===== config.mk =====
export PLATFORM = sky130hd
export DESIGN_NAME = rrip_cfg_regs
export DESIGN_NICKNAME = d
export VERILOG_FILES = /design/src/rtl/assert_macros.svh /design/src/rtl/rrip_pkg.sv /design/src/rtl/rrip_cfg_regs.sv
export SDC_FILE = /design/constraint.sdc
export NUM_CORES = 1
export LEC_CHECK = 0
export ABC_CLOCK_PERIOD_IN_PS = 2250
export BUFFER_PORTS_ARGS = -buffer_cell sky130_fd_sc_hd__buf_4
export CORE_MARGIN = 2
export CORE_UTILIZATION = 36
export DETAILED_ROUTE_END_ITERATION = 16
export MAX_ROUTING_LAYER = met4
export PLACE_DENSITY = 0.83
export SLEW_MARGIN = 15
export SYNTH_ARGS = -nofsm -noshare
export SYNTH_HDL_FRONTEND = slang
export SYNTH_SLANG_ARGS = --single-unit
export TNS_END_PERCENT = 1

===== constraint.sdc =====
create_clock -name clk -period 2.25 [get_ports clk]
set_input_delay 0.45 -clock clk [delete_from_list [all_inputs] [get_ports clk]]
set_output_delay 0.45 -clock clk [all_outputs]
set_load 0.05 [all_outputs]

===== src/rtl/assert_macros.svh =====
// Assertion macros shared by the replacement block.
// Each macro expects signals named clk and rst_n in the enclosing scope.
`ifndef ASSERT_MACROS_SVH
`define ASSERT_MACROS_SVH

// Check prop on every rising edge of clk while not in reset.
`define RRIP_ASSERT(lbl, prop, msg) \
  lbl: assert property (@(posedge clk) disable iff (!rst_n) prop) else $error(msg);

// Check prop on every rising edge of clk, reset included.
`define RRIP_ASSERT_ALWAYS(lbl, prop, msg) \
  lbl: assert property (@(posedge clk) prop) else $error(msg);

`endif


===== src/rtl/rrip_pkg.sv =====
// Shared types and constants for the RRIP replacement block with PC reuse.
// No dependencies; the modules and interfaces in the other files depend on it.
`timescale 1ns / 1ps

package rrip_pkg;

  // Field widths fixed by the request and result formats.
  localparam int SET_IDX_W = 11;
  localparam int HIT_WAY_W = 4;
  localparam int ADDR_W    = 64;
  localparam int OUT_WAY_W = 4;
  localparam int OUT_RRPV_W = 2;
  localparam int CNT_W     = 5;

  // Geometry; NUM_SETS, NUM_WAYS and PC_ENTRIES are powers of two.
  localparam int NUM_SETS   = 2048;
  localparam int NUM_WAYS   = 16;
  localparam int RRPV_MAX   = 3;
  localparam int PC_ENTRIES = 4096;

  localparam int SET_W  = $clog2(NUM_SETS);
  localparam int WAY_W  = $clog2(NUM_WAYS);
  localparam int RRPV_W = $clog2(RRPV_MAX + 1);
  localparam int PC_W   = $clog2(PC_ENTRIES);
  localparam int TAG_W  = ADDR_W - PC_W;

  localparam int CLEAR_LEN = (NUM_SETS > PC_ENTRIES) ? NUM_SETS : PC_ENTRIES;
  localparam int CLR_W     = $clog2(CLEAR_LEN);

  // Configuration port.
  localparam int CFG_ADDR_W = 3;
  localparam int CFG_DATA_W = 32;
  localparam logic REG_REUSE_THRESH    = 1'b0;
  localparam logic REG_COUNTER_CEILING = 1'b1;
  localparam logic [CNT_W-1:0] REUSE_THRESH_RST    = CNT_W'(6);
  localparam logic [CNT_W-1:0] COUNTER_CEILING_RST = CNT_W'(31);

  typedef logic [RRPV_W-1:0] rrpv_t;
  typedef logic [NUM_WAYS-1:0][RRPV_W-1:0] rrpv_row_t;

  typedef enum logic [1:0] {
    ST_CLEAR,
    ST_IDLE,
    ST_EXEC
  } state_t;

  typedef struct packed {
    logic [CNT_W-1:0] reuse_thresh;
    logic [CNT_W-1:0] counter_ceiling;
  } cfg_t;

  typedef struct packed {
    logic             rd_en;
    logic [SET_W-1:0] rd_addr;
    logic             wr_en;
    logic [SET_W-1:0] wr_addr;
    rrpv_row_t        wr_data;
  } rrpv_req_t;

  typedef struct packed {
    logic [CNT_W-1:0]  cnt;
    logic              vld;
    logic [TAG_W-1:0]  tag;
    logic [ADDR_W-1:0] addr;
  } pc_ent_t;

  typedef struct packed {
    logic              rd_en;
    logic [PC_W-1:0]   rd_idx;
    logic [PC_W-1:0]   wr_idx;
    logic              cnt_we;
    logic              vld_we;
    logic              rec_we;
    pc_ent_t           wr_data;
  } pc_req_t;

  // Lowest index whose bit is set; 0 when none is.
  function automatic logic [WAY_W-1:0] lowest_set(input logic [NUM_WAYS-1:0] v);
    logic [WAY_W-1:0] idx;
    idx = '0;
    for (int w = NUM_WAYS - 1; w >= 0; w--) begin
      if (v[w]) idx = WAY_W'(w);
    end
    return idx;
  endfunction

endpackage


===== src/rtl/rrip_cfg_regs.sv =====
// Configuration registers behind an APB-style port.
// Depends on rrip_pkg for the register map and reset values.
`timescale 1ns / 1ps

module rrip_cfg_regs (
  input  logic                              clk,
  input  logic                              rst_n,
  input  logic                              cfg_psel,
  input  logic                              cfg_penable,
  input  logic                              cfg_pwrite,
  input  logic [rrip_pkg::CFG_ADDR_W-1:0]   cfg_paddr,
  input  logic [rrip_pkg::CFG_DATA_W-1:0]   cfg_pwdata,
  output logic [rrip_pkg::CFG_DATA_W-1:0]   cfg_prdata,
  output logic                              cfg_pready,
  output rrip_pkg::cfg_t                    cfg
);
  import rrip_pkg::*;

  logic [CNT_W-1:0] reuse_thresh_r, reuse_thresh_nxt;
  logic [CNT_W-1:0] counter_ceiling_r, counter_ceiling_nxt;
  logic             wr_go;
  logic             reg_sel;

  assign cfg_pready = 1'b1;
  assign wr_go      = cfg_psel && cfg_penable && cfg_pwrite;
  assign reg_sel    = cfg_paddr[2];

  always_comb begin
    reuse_thresh_nxt    = reuse_thresh_r;
    counter_ceiling_nxt = counter_ceiling_r;
    if (wr_go) begin
      unique case (reg_sel)
        REG_REUSE_THRESH:    reuse_thresh_nxt    = cfg_pwdata[CNT_W-1:0];
        REG_COUNTER_CEILING: counter_ceiling_nxt = cfg_pwdata[CNT_W-1:0];
        default: ;
      endcase
    end
  end

  always_ff @(posedge clk) begin
    if (!rst_n) begin
      reuse_thresh_r    <= REUSE_THRESH_RST;
      counter_ceiling_r <= COUNTER_CEILING_RST;
    end else begin
      reuse_thresh_r    <= reuse_thresh_nxt;
      counter_ceiling_r <= counter_ceiling_nxt;
    end
  end

  always_comb begin
    unique case (reg_sel)
      REG_REUSE_THRESH:    cfg_prdata = CFG_DATA_W'(reuse_thresh_r);
      REG_COUNTER_CEILING: cfg_prdata = CFG_DATA_W'(counter_ceiling_r);
      default:             cfg_prdata = '0;
    endcase
  end

  assign cfg.reuse_thresh    = reuse_thresh_r;
  assign cfg.counter_ceiling = counter_ceiling_r;

endmodule


After elaboration in Yosys (flattened, before gate mapping):

Cells that the tools add are included.

* flip-flop bits (word level): 10
* input bits: 40
* word-level logic and storage cells: 8

* mux-type cells: 1
* bitwise logic cells: 1
* reductions and logical operators: 4

Operators with widths (number)
* case mux 32 bit (2 select lines): 1
* AND reduction 2 bit: 2
* logical AND 1 bit: 2
* inverter 1 bit: 1

Longest topological paths before layout:

* word-level depth: 3
* depth in mapped cells: 4
* mapped depth without buffers: 2

Least setup slack after synthesis:

Ideal clock, no wire load.

* path kind: register -> output
* start: register counter_ceiling_r[0]
* end: output port cfg_prdata[0] (netlist name)
* data arrival time: 1.049 ns
* data required time: 1.800 ns
* setup slack: 0.751 ns
* stages on the path, launching flop included: 2
* path buffers: 0
* cell sequence: dfxtp_1 > mux2_2

* cells in the longest elaborated chain, start to end: 1

Ends and longest elaborated chain
* start: declaration: line rrip_cfg_regs.sv:20 `logic [CNT_W-1:0] counter_ceiling_r, counter_ceiling_nxt;`
* start signal: assignment: line rrip_cfg_regs.sv:46 `counter_ceiling_r <= counter_ceiling_nxt;`
* case mux 32 bit (2 select lines): line rrip_cfg_regs.sv:51 `unique case (reg_sel)`
* end: declaration: line rrip_cfg_regs.sv:13 `output logic [rrip_pkg::CFG_DATA_W-1:0] cfg_prdata,`

No other way between the ends. The select of a mux whose other input is x is not followed.

Final worst setup path:

* start: input port cfg_paddr[2] (netlist name)
* end: output port cfg_prdata[1] (netlist name)

* cells in the longest elaborated chain, start to end: 2

Ends and longest elaborated chain
* start: declaration: line rrip_cfg_regs.sv:11 `input logic [rrip_pkg::CFG_ADDR_W-1:0] cfg_paddr,`
* inverter 1 bit (no source line)
* case mux 32 bit (2 select lines) (*): line rrip_cfg_regs.sv:51

Mark *: on every way between the ends. The rest lies on a longest branch, timed or not. The select of a mux whose other input is x is not followed.

==> run_results.csv <==
group,metric,value,unit
synth,synth.distinct_cells,11,
clocking,tritoncts,"done",
sta,hold_violations,0,
clocking,ctsResizeCount,0,
cells_and_area,antenna_cells,0,
sta,rsz0062_at_grt,"no",
clocking,clock_latency,0.26,ns
clocking,cts_hold_buf,0,
global_routing,track_usage,11.7,%
cells_and_area,syn2layout_area_growth,14.8,%
clocking,cts_buffers,3,
sta,setup_viol,0,
synth,synth-simple-area-share,16.1,%
route,wirelength,1310,µm
clocking,htree_num_levels,1,
synth,synth_compound_area_share,0,%
floorplanning,start_util,37.6,%
synth,synth-seq-cells,10,
power,vdd_drop_max,365,µV
clocking,cts_root_buf,"clkbuf_4",
synth,synth.yosys.seq_area_share,27.4,%
synth,synth_xor_area_share,0,%
placed_design,placed_cells,125,
route,dr.first_iter.drc_count,2,
clocking,clockBufferDepth,2,
status,status,"finished, final reports clean",
worst_setup_path,cp-end-kind,"primary output",
worst_setup_path,arrival,1.13,ns
floorplanning,std_cell_rows,16,
clocking,clkTransAtPathRegs,0.07,ns
placed_design,gp_congestion,0.643,
floorplanning,die-area,2400,µm²
sta,period_share,70.0,%
cells_and_area,finalNetCount,143,
route,drc,0,
global_routing,grt_max_degree,19,
min_path,holdCritPathClass,"input port to flop",
global_routing,antenna_found_initial,0,
sta,clock.fmax,0.635,GHz
synth,synth_area,729,µm²
global_routing,grt.met3_usage,2.15,%
route,wire_per_inst,10.1,µm
power,power_leakage,0.000382,µW
cells_and_area,final_util,43.1,%
route,viasPerCell,3.90,
global_routing,grt_overflow,0,
placed_design,place_area,801,µm²
global_routing,grt_pass1_vias,465,
flow_run,drv_cap,0,
sta,holdWs,0.450,ns
cells_and_area,instances_no_fill,129,
cells_and_area,filler_cell_count,204,
clocking,cts_setup_buffers,0,
floorplanning,die_w,49.0,µm
route,vias,503,
cells_and_area,drive_gt1_share,34.3,%
clocking,cts.sinks,10,
floorplanning,io_pins,83,
route,postRouteAntennaNets,0,
floorplanning,core_area,1940,µm²
synth,ys_warn_count,0,
worst_setup_path,crit_required,1.80,ns
placed_design,port-buffer-count,25,
sta,clock_skew,0,ns
worst_setup_path,critPathLaunchType,"input port",
sta,slew_violations,0,
worst_setup_path,criticalPathCategory,"input port to primary output",
global_routing,grt_pass1_wl,2010,µm
floorplanning,die_y,49.0,µm
cells_and_area,final_area,837,µm²
synth,synth_top_family_by_area,"buffers and inverters",
worst_setup_path,path_max_fanout,7,
sta,fin_tns_setup,0,ns
power,power_per_cell_area,635,nW/µm²
sta,fin_crit,1.58,ns
global_routing,use_met1,10.8,%
placed_design,dp_hpwl,1050,µm
synth,synth_fa_ha_area_share,0,%
synth,syn_area_per_cell,9.23,µm²
route,drt_pass1_iterations,3,
global_routing,top_usage_layer,"met2",
global_routing,grtUsageMet2,20.3,%
synth,synthCells,79,
synth,synthMuxAreaShare,21.4,%
[cells in the mapped netlist (all sizes together)]
cell type,instances,area share (%)
dfxtp,10,27
nor2b,12,10
mux2,5,7.7
conb,2,1.0
nand2,6,3.1
mux2i,10,14
and4,1,1.4
clkbuf,1,0.51
and4b,1,1.4
buf,31,33
[cells in the final DEF (no fill, tap or decap)]
cell      count
nand2_1       6
mux2i_1      10
and4_2        1
clkbuf_4      3
dfxtp_1      10
buf_4        25
mux2_2        5
and4b_1       1
conb_1       28
nor2b_1      12
clkbuf_8      1
[logic make-up after synthesis]
family,Yosys count
muxes,15
and+or+nand+nor,20
DFF,10
buffers and inverters,32
other,2
[power breakdown]
part | switching [µW] | leakage [µW] | internal [µW] | total (µW)
Combinational | 152 | 0.000280 | 35.4 | 187
Sequential | 2.94 | 0.0000812 | 181 | 184
Clock | 62.1 | 0.0000210 | 98.2 | 160
Total | 217 | 0.000382 | 315 | 532
[state kept, by name, indices dropped and copies added, names as in the netlist]
name / flops
counter_ceiling_r: 5
reuse_thresh_r: 5
[area by class of cell]
cell class	instances	area (µm²)	area share [%]
Timing Repair Buffer	25	188	22.4
Clock buffer	4	36.3	4.33
Sequential cell	10	200	23.9
Multi-Input combinational cell	63	379	45.3
Tap cell	27	33.8	4.04
[final timing paths]
check	slack, ns	depth (start not counted)	end	start
max reg2reg	1.61	2	counter_ceiling_r[1]$_SDFFE_PN1P_	counter_ceiling_r[1]$_SDFFE_PN1P_
min	0.45	3	reuse_thresh_r[3]$_SDFFE_PN0P_	cfg_pwdata[3]
min reg2reg	0.48	2	reuse_thresh_r[0]$_SDFFE_PN0P_	reuse_thresh_r[0]$_SDFFE_PN0P_
max	0.67	3	cfg_prdata[1]	cfg_paddr[2]
[through the flow]
stage	total power [µW]	setup slack, ns
floorplan	384	0.751
detailed placement	375	0.667
global placement	373	0.677
CTS	539	0.667
global route	553	0.654
finish	532	0.675
[per-layer routing]
layer,part of all wire (%),vias to the layer above
met5,0,-
met4,3.0,0
met3,7.7,6
met2,52,32
met1,37,223
li1,-,242
[worst max-delay path, cell delays in order]
cell    delay (ns)
buf_4         0.14
mux2_2        0.34
buf_4         0.19
Note: power is estimated with default switching activity, not from simulation.
