### src/rtl/assert_macros.svh
// Assertion macros shared by the replacement block.
// Each macro expects signals named clk and rst_n in the enclosing scope.
`ifndef ASSERT_MACROS_SVH
`define ASSERT_MACROS_SVH

// Check prop on every rising edge of clk while not in reset.
`define RRIP_ASSERT(lbl, prop, msg) \
  lbl: assert property (@(posedge clk) disable iff (!rst_n) prop) else $error(msg);

// Check prop on every rising edge of clk, reset included.
`define RRIP_ASSERT_ALWAYS(lbl, prop, msg) \
  lbl: assert property (@(posedge clk) prop) else $error(msg);

`endif

### src/rtl/rrip_pkg.sv
// Shared types and constants for the RRIP replacement block with PC reuse.
// No dependencies; the modules and interfaces in the other files depend on it.
`timescale 1ns / 1ps

package rrip_pkg;

  // Field widths fixed by the request and result formats.
  localparam int SET_IDX_W = 11;
  localparam int HIT_WAY_W = 4;
  localparam int ADDR_W    = 64;
  localparam int OUT_WAY_W = 4;
  localparam int OUT_RRPV_W = 2;
  localparam int CNT_W     = 5;

  // Geometry; NUM_SETS, NUM_WAYS and PC_ENTRIES are powers of two.
  localparam int NUM_SETS   = 2048;
  localparam int NUM_WAYS   = 16;
  localparam int RRPV_MAX   = 3;
  localparam int PC_ENTRIES = 4096;

  localparam int SET_W  = $clog2(NUM_SETS);
  localparam int WAY_W  = $clog2(NUM_WAYS);
  localparam int RRPV_W = $clog2(RRPV_MAX + 1);
  localparam int PC_W   = $clog2(PC_ENTRIES);
  localparam int TAG_W  = ADDR_W - PC_W;

  localparam int CLEAR_LEN = (NUM_SETS > PC_ENTRIES) ? NUM_SETS : PC_ENTRIES;
  localparam int CLR_W     = $clog2(CLEAR_LEN);

  // Configuration port.
  localparam int CFG_ADDR_W = 3;
  localparam int CFG_DATA_W = 32;
  localparam logic REG_REUSE_THRESH    = 1'b0;
  localparam logic REG_COUNTER_CEILING = 1'b1;
  localparam logic [CNT_W-1:0] REUSE_THRESH_RST    = CNT_W'(6);
  localparam logic [CNT_W-1:0] COUNTER_CEILING_RST = CNT_W'(31);

  typedef logic [RRPV_W-1:0] rrpv_t;
  typedef logic [NUM_WAYS-1:0][RRPV_W-1:0] rrpv_row_t;

  typedef enum logic [1:0] {
    ST_CLEAR,
    ST_IDLE,
    ST_EXEC
  } state_t;

  typedef struct packed {
    logic [CNT_W-1:0] reuse_thresh;
    logic [CNT_W-1:0] counter_ceiling;
  } cfg_t;

  typedef struct packed {
    logic             rd_en;
    logic [SET_W-1:0] rd_addr;
    logic             wr_en;
    logic [SET_W-1:0] wr_addr;
    rrpv_row_t        wr_data;
  } rrpv_req_t;

  typedef struct packed {
    logic [CNT_W-1:0]  cnt;
    logic              vld;
    logic [TAG_W-1:0]  tag;
    logic [ADDR_W-1:0] addr;
  } pc_ent_t;

  typedef struct packed {
    logic              rd_en;
    logic [PC_W-1:0]   rd_idx;
    logic [PC_W-1:0]   wr_idx;
    logic              cnt_we;
    logic              vld_we;
    logic              rec_we;
    pc_ent_t           wr_data;
  } pc_req_t;

  // Lowest index whose bit is set; 0 when none is.
  function automatic logic [WAY_W-1:0] lowest_set(input logic [NUM_WAYS-1:0] v);
    logic [WAY_W-1:0] idx;
    idx = '0;
    for (int w = NUM_WAYS - 1; w >= 0; w--) begin
      if (v[w]) idx = WAY_W'(w);
    end
    return idx;
  endfunction

endpackage

### src/rtl/rrip_victim.sv
// Victim selection for a miss: ages the row until a way is at the maximum
// value and picks the lowest such way. Depends on rrip_pkg.
`timescale 1ns / 1ps

module rrip_victim (
  input  rrip_pkg::rrpv_row_t           row,
  output rrip_pkg::rrpv_row_t           aged_row,
  output logic [rrip_pkg::WAY_W-1:0]    victim
);
  import rrip_pkg::*;

  logic [RRPV_MAX:0]    present;
  rrpv_t                top;
  rrpv_t                lift;
  logic [NUM_WAYS-1:0]  at_max;
  logic [RRPV_W:0]      sum;

  // Flag each level that some way holds; the top level sets the lift.
  always_comb begin
    for (int l = 0; l <= RRPV_MAX; l++) begin
      present[l] = 1'b0;
      for (int w = 0; w < NUM_WAYS; w++) begin
        if (row[w] == RRPV_W'(l)) present[l] = 1'b1;
      end
    end
    top = RRPV_W'(RRPV_MAX);
    for (int l = 0; l < RRPV_MAX; l++) begin
      if (present[l]) top = RRPV_W'(l);
    end
    for (int l = RRPV_MAX; l >= 0; l--) begin
      if (present[l]) begin
        top = RRPV_W'(l);
        break;
      end
    end
    lift = RRPV_W'(RRPV_MAX) - top;
  end

  always_comb begin
    for (int w = 0; w < NUM_WAYS; w++) begin
      sum = {1'b0, row[w]} + {1'b0, lift};
      aged_row[w] = (sum > (RRPV_W + 1)'(RRPV_MAX)) ? RRPV_W'(RRPV_MAX) : sum[RRPV_W-1:0];
      at_max[w]   = (aged_row[w] == RRPV_W'(RRPV_MAX));
    end
  end

  assign victim = lowest_set(at_max);

endmodule

### config.mk
export PLATFORM = sky130hd
export DESIGN_NAME = rrip_victim
export DESIGN_NICKNAME = d
export VERILOG_FILES = /design/src/rtl/assert_macros.svh /design/src/rtl/rrip_pkg.sv /design/src/rtl/rrip_victim.sv
export SDC_FILE = /design/constraint.sdc
export NUM_CORES = 1
export LEC_CHECK = 0
export ABC_AREA = 1
export ABC_CLOCK_PERIOD_IN_PS = 3250
export BUFFER_PORTS_ARGS = -buffer_cell sky130_fd_sc_hd__buf_2
export CAP_MARGIN = 30
export CORE_UTILIZATION = 40
export DETAILED_ROUTE_END_ITERATION = 16
export GPL_TIMING_DRIVEN = 0
export PLACE_DENSITY = 0.75
export SYNTH_ARGS = -nofsm -noshare
export SYNTH_HDL_FRONTEND = slang
export SYNTH_SLANG_ARGS = --single-unit
### constraint.sdc
create_clock -name vclk -period 3.25
set_input_delay 0.1625 -clock vclk [all_inputs]
set_output_delay 0.1625 -clock vclk [all_outputs]
set_load 0.1 [all_outputs]
# After elaboration in Yosys (flattened, before gate mapping)
# Index checks and enable logic that the tools add are counted.
# totals
register_bits,0
in_bits,32
out_inout_bits,36
elab_cells,225
# classes
add_sub_neg,17
magnitude_cmp,16
eq_ne,64
n_mux,112
reduce_logical,16
# ops
op,count
$eq 2x2->1 const B,48
$mux 1,70
$mux 4,16
$mux 2,26
$add 2x2->3,16
$gt 3x2->1 const B,16
$eq 2x1->1 const B,16
$logic_not 2->1,16
$sub 2x2->2 const A,1

# Longest topological paths before layout
# Gate-level depths: netlist of run 1.
# depth
ltp_word,48
mapped_depth,26
depth_no_buf,26

# Worst setup path after synthesis of run 1
# OpenSTA, ideal clock, no wires.
# synth_timing
kind,input-to-output
from,input port row[22] in the netlist's numbering
to,output port victim[3] in the netlist's numbering
arrival_time_ns,4.872
required_time_ns,3.087
path_slack_ns,-1.784
cell_stages,14
n_path_buf,0
cell_sequence,inv_1 -> o22ai_1 -> a2111oi_0 -> nand3_1 -> a21boi_1 -> ha_1 -> inv_1 -> fa_1 -> nand2_1 -> nand2_1 -> nand2_1 -> nor2_1 -> nand2_1 -> a21oi_1
# synth_lines
item,line,source
from (decl),rrip_victim.sv:6,"input rrip_pkg::rrpv_row_t row,"
to (decl),rrip_victim.sv:8,output logic [rrip_pkg::WAY_W-1:0] victim

# Worst setup path after layout of run 1
# layout_timing
from,input port row[0] in the netlist's numbering
to,output port victim[0] in the netlist's numbering
# layout_between
elab_chain_cells,48
word_cells_on_any_way,165
cone_classes,add/sub (17); order compare (16); eq/ne (19); mux (112); reduce/logical (1)
# layout_lines
item,line,source
$logic_not 2->1,rrip_victim.sv:23,if (row[w] == RRPV_W'(l)) present[l] = 1'b1;
$mux 1 (16 in a row),rrip_victim.sv:23,
$mux 2 (3 in a row),rrip_victim.sv:28,if (present[l]) top = RRPV_W'(l);
$mux 2 (4 in a row),rrip_victim.sv:31,if (present[l]) begin
$mux 2 (3 in a row),rrip_victim.sv:30,for (int l = RRPV_MAX; l >= 0; l--) begin
$sub 2x2->2,rrip_victim.sv:36,lift = RRPV_W'(RRPV_MAX) - top;
$add 2x2->3,rrip_victim.sv:41,"sum = {1'b0, row[w]} + {1'b0, lift};"
$gt 3x2->1,rrip_victim.sv:42,aged_row[w] = (sum > (RRPV_W + 1)'(RRPV_MAX)) ? RRPV_W'(RRPV_MAX) : sum[RRPV_W-1:0];
$mux 2,rrip_victim.sv:42,
$eq 2x2->1,rrip_victim.sv:43,at_max[w] = (aged_row[w] == RRPV_W'(RRPV_MAX));
$mux 4 (15 in a row),rrip_pkg.sv:82,if (v[w]) idx = WAY_W'(w);
$mux 4 (*),rrip_pkg.sv:82,
# Every way passes the cells marked *; elsewhere a longest branch is shown, timed or not. The select of a mux whose other input is x is not followed.

==> flow_summary.toml, run 1 <==
[status]
run_status = "finished, violations left"
violations = "negative setup slack"

[synthesis]
synth_cell_type_count = 28
syn_area_um2 = 1459
synth_most_common_cell = "nand2_1"
postSynthAreaPerCell_um2 = 6.235
synth_top_area_cell = "fa_1"
synth_nets = 298
synth_warnings = 0
seq_area_frac_synth = 0
syn-instance-count = 234
synth_area_leaders = "fa_1 (22%), nand2_1 (22%), ha_1 (14%)"
netlist_top_cells_count = "nand2_1 (84), inv_1 (52), fa_1 (16), ha_1 (16), nor2_1 (13)"
synth_top_area_share = 0.2196

[setup_path]
cp_data_required_time_ns = 3.09
slowest_delay_ns = 0.58
slowest_stage = "fa_2"
timing_worst_setup_path_type = "primary input to primary output"
crit_path_max_fanout = 5
arrival_ns = 3.39
crit_family = "simple AND/OR/NAND/NOR gates"
crit_top_cell = "nand2_1"
end_kind = "primary output"
start_kind = "primary input"
path_buf_inv = 5

[die]
core_um2 = 3416
fp.dieW_um = 62.39
num_rows = 21
initial_core_util = 0.4271
die_h_um = 62.39
ios = 68
design.die.area_um2 = 3893

[placement]
place.gp.congestion = 0.8267
placed_cells = 348
dp_hpwl_mm = 3.410
portBuffers = 68
pre_cts_slack_ns = -0.7702

[sta]
fin_hold_ws_ns = 0.9948
layout_setup_ws_ns = -0.3061
hold_violations = 0
post-route-period-util = 1.094
tightest_slew_ns = 0.4903
rsz0062_at_grt = "true"
relSlewSlack = 0.6754
slew_violations = 0
setup_violations = 4
fmax_mhz = 281.2
fin_crit_ns = 3.556

[detailed_routing]
vias = 1893
via_per_inst = 5.116
final_antenna_net_count = 0
drtPass1Iterations = 4
wl_per_cell_um = 13.90
drc = 0
drt_iter0_markers = 63
drt-total-wl_mm = 5.142

[final_layout]
multiInputGateArea_um2 = 1715
fill_cells = 232
instances_no_fill = 370
area_growth_pct = 85.59
nets = 390
diodes = 0
nFlopsAndLatches = 0
clock_buffers = 0
area.sequential_um2 = 0
drive_gt1_frac = 0.6049

[global_route]
grt_start_max_net_pins = 9
grt_pass1_wl_mm = 7.665
first_global_vias = 1771
antenna_found_initial = 0
grt.overflow.total = 0
grtUsageTotal = 0.2401

[power]
p_per_area_nw_per_um2 = 208.1
p_leak_nw = 1.361
vdd_drop_max_v = 0.0001682
power_mw = 0.5635

[flow_run]
cap_violations = 0

[min_path]
min_path_type = "primary input to primary output"
[per-stage QoR]
step	instance area [um2]	utilization	TNS, ns
after CTS	2384	0.6978	-0.2831
after floorplan	1729	-	-0.8161
final	2708	0.7927	-0.8745
after global placement	2127	0.6227	-2.453
after detailed placement	2127	0.6227	-2.300
after global routing	2708	0.7927	-1.403
[placed cells by master (no fill, tap or decap), types with 3 or more instances in the layout]
cell type  synthesis  routed
buf_12             0       5
nand2_4            3      23
o22ai_1            8       6
fa_1              16      14
buf_8              0       3
nand2_2            3      26
nor2_1            13       5
inv_1             52      38
nor2_4             0       5
buf_2              0      48
inv_4              0       6
nand2_1           84      40
ha_1              16      13
nor2_2             0       3
buf_4              0      23
inv_2              6      12
buf_6              0      11
[routing by layer]
metal,vias to the layer above,part of all wire,GRT usage
li1,926,-,-
met1,877,0.40,0.3093
met2,78,0.52,0.4409
met3,12,0.060,0.009124
met4,0,0.019,0.05523
met5,-,0,0
[final timing paths]
kind	startpoint	end	slack (ns)	cells after the start
max	row[0]	victim[0]	-0.31	27
min	row[4]	victim[0]	0.99	8
[logic make-up (layout without fill, tap and decap cells)]
| logic type | after synthesis | in the layout | share of synthesized area |
|---|---|---|---|
| simple gates | 109 | 109 | 0.3139 |
| buf+inv | 58 | 148 | 0.1492 |
| compound gates | 35 | 35 | 0.1801 |
| fa+ha+maj | 32 | 32 | 0.3568 |
[what timing repair did]
item	in CTS	in global routing
endpoints found under the setup margin	4	4
setup buffers	14	9
pin swaps	21	38
resized for setup	42	74
hold buffers	0	0
[area by class of cell]
| type | instances | area share |
|---|---|---|
| tap | 46 | 0.02126 |
| timing repair buffer | 90 | 0.2518 |
| multi-input combinational | 176 | 0.6336 |
| inverter | 58 | 0.09335 |
[power breakdown]
group / total [mW] / switching, mW / internal [mW] / leakage [nW]
sequential: 0 / 0 / 0 / 0
clock: 0 / 0 / 0 / 0
combinational: 0.564 / 0.404 / 0.159 / 1.36
(Power assumes the default switching activity.)
==> inputs of run 2 (changes only) <==
ABC_AREA = unset   (was 1)
==> run 2 against run 1 <==
  * Wire length rose by 5.7%
  * Largest cell class unchanged
  * The flow still finishes with violations (negative setup slack)
  * Flip-flop and latch count did not move
  * First-iteration DRC count rose by 73%
  * Synthesized area fell by 0.17%
==> flow_summary.toml, run 2 <==
[synthesis]
synth-xor-area-share = 0
synth_top_area_cell = "fa_1"
synth_top_family_by_area = "adder cells"
synth_nets = 269
synth_top_area_share = 0.2199
syn-instance-count = 205
synth_fa_ha_area_frac = 0.3574
yosys.area_share.simple = 0.2388
seq_area_frac_synth = 0
synth_cell_type_count = 35
syn_area_um2 = 1456
postSynthAreaPerCell_um2 = 7.104
synthMuxAreaShare = 0
synth_most_common_cell = "inv_1"
synth_area_leaders = "fa_1 (22%), ha_1 (14%), inv_1 (12%)"
synth_warnings = 0
netlist_top_cells_count = "inv_1 (47), nand2_1 (29), fa_1 (16), ha_1 (16), nand2b_1 (11)"
synth-compound-area-share = 0.2801

[placement]
portBuffers = 68
place.gp.congestion = 0.8463
dp_hpwl_mm = 3.747
pre_cts_slack_ns = -0.7585
place_area_um2 = 2009

[final_layout]
fin_area_um2 = 2489
fin_util = 0.7286
nFlopsAndLatches = 0
diodes = 0
drive_gt1_frac = 0.4949
final_common_cell = "buf_2"
nets = 363
area_growth_pct = 70.88
area.sequential_um2 = 0
clock_buffers = 0
most-common-layout-cells = "buf_2 (56), inv_1 (40), nand2_1 (24)"

[global_route]
grt_pass1_wl_mm = 8.183
grt_start_max_net_pins = 16
antenna_found_initial = 0
grtUsageTotal = 0.2589
first_global_vias = 1722
grt.overflow.total = 0

[die]
ios = 68
core_um2 = 3416
initial_core_util = 0.4264
fp.dieW_um = 62.34
num_rows = 21
design.die.area_um2 = 3886
die_h_um = 62.34

[power]
power_mw = 0.5245
power_frac_seq = 0
p_int_mw = 0.1485
p_per_area_nw_per_um2 = 210.8
combPwrFrac = 1.000
p_sw_frac = 0.7168
vdd_drop_max_v = 0.0001099
p_sw_mw = 0.3760
p_leak_nw = 1.217
power_frac_clock = 0

[sta]
fin_crit_ns = 3.664
tightest_slew_ns = 0.4757
post-route-period-util = 1.127
fin_hold_ws_ns = 1.044
rsz0062_at_grt = "true"
setup_violations = 4
layout_setup_ws_ns = -0.4138
fmax_mhz = 272.9
slew_violations = 0
hold_violations = 0
relSlewSlack = 0.6795

[detailed_routing]
wl_per_cell_um = 15.84
drt_iter0_markers = 109
vias = 1896
drt-total-wl_mm = 5.434
via_per_inst = 5.528
drc = 0
final_antenna_net_count = 0
drtPass1Iterations = 4

[min_path]
holdPathEnd = "aged_row[5]"
holdPathStages = 5
hp-start = "row[5]"
min_path_type = "primary input to primary output"

[setup_path]
cp_data_required_time_ns = 3.09
arrival_ns = 3.50
timing_worst_setup_path_type = "primary input to primary output"
crit_path_max_fanout = 5
end_kind = "primary output"
start_kind = "primary input"

[status]
run_status = "finished, violations left"
violations = "negative setup slack"

[flow_run]
cap_violations = 0
## run 2: metal layers
layer  up-vias  part of all wire  track usage
met1       875              0.42       0.3423
met2        99              0.49       0.4684
met5         -                 0            0
met4         0             0.019      0.04942
met3        10             0.069     0.009191
li1        912                 -            -
## run 2: worst max path at each step
stage	start	end
after CTS	row[17]	victim[1]
after detailed placement	row[18]	victim[2]
final	row[18]	victim[1]
after global placement	row[18]	victim[2]
after floorplan	row[21]	victim[0]
after global routing	row[3]	victim[1]
## run 2: logic make-up after synthesis
group           count (synthesis)
buf+inv                        48
compound gates                 55
simple gates                   70
fa+ha+maj                      32
## run 2: power by group through the flow
stage          Combinational, mW  Clock (mW)  Sequential, mW
6_report                   0.524           0               0
5_1_grt                    0.547           0               0
4_1_cts                    0.503           0               0
3_5_place_dp               0.452           0               0
3_3_place_gp               0.452           0               0
2_1_floorplan              0.364           0               0
## run 2: metrics by stage
step | instances | setup TNS, ns
6_report | 343 | -1.424
5_1_grt | 343 | -1.787
4_1_cts | 333 | -1.169
3_5_place_dp | 319 | -2.754
3_3_place_gp | 319 | -2.715
2_1_floorplan | 205 | -1.247
## run 2: area by class of cell
| class | instances | area (um2) |
|---|---|---|
| inverter | 48 | 182.7 |
| timing repair buffer | 91 | 641.9 |
| multi-input combinational | 158 | 1607 |
| fill | 260 | 927.1 |
| tap | 46 | 57.56 |
## run 2: what timing repair did
item,4_1_cts,5_1_grt
cloned,1,0
buffers inserted,13,10
hold buffers,0,0
endpoints found under the setup margin,4,4
pin swaps,30,21
gates resized for setup,63,16
## run 2: critical path: stages
cell	delay, ns
buf_4	0.13
a22o_1	0.22
a221oi_2	0.19
nand3_1	0.15
nor2_4	0.23
a21boi_4	0.31
ha_2	0.23
fa_1	0.42
a21oi_2	0.22
o211ai_1	0.14
or3_1	0.40
o211a_1	0.24
o31a_4	0.28
buf_12	0.17
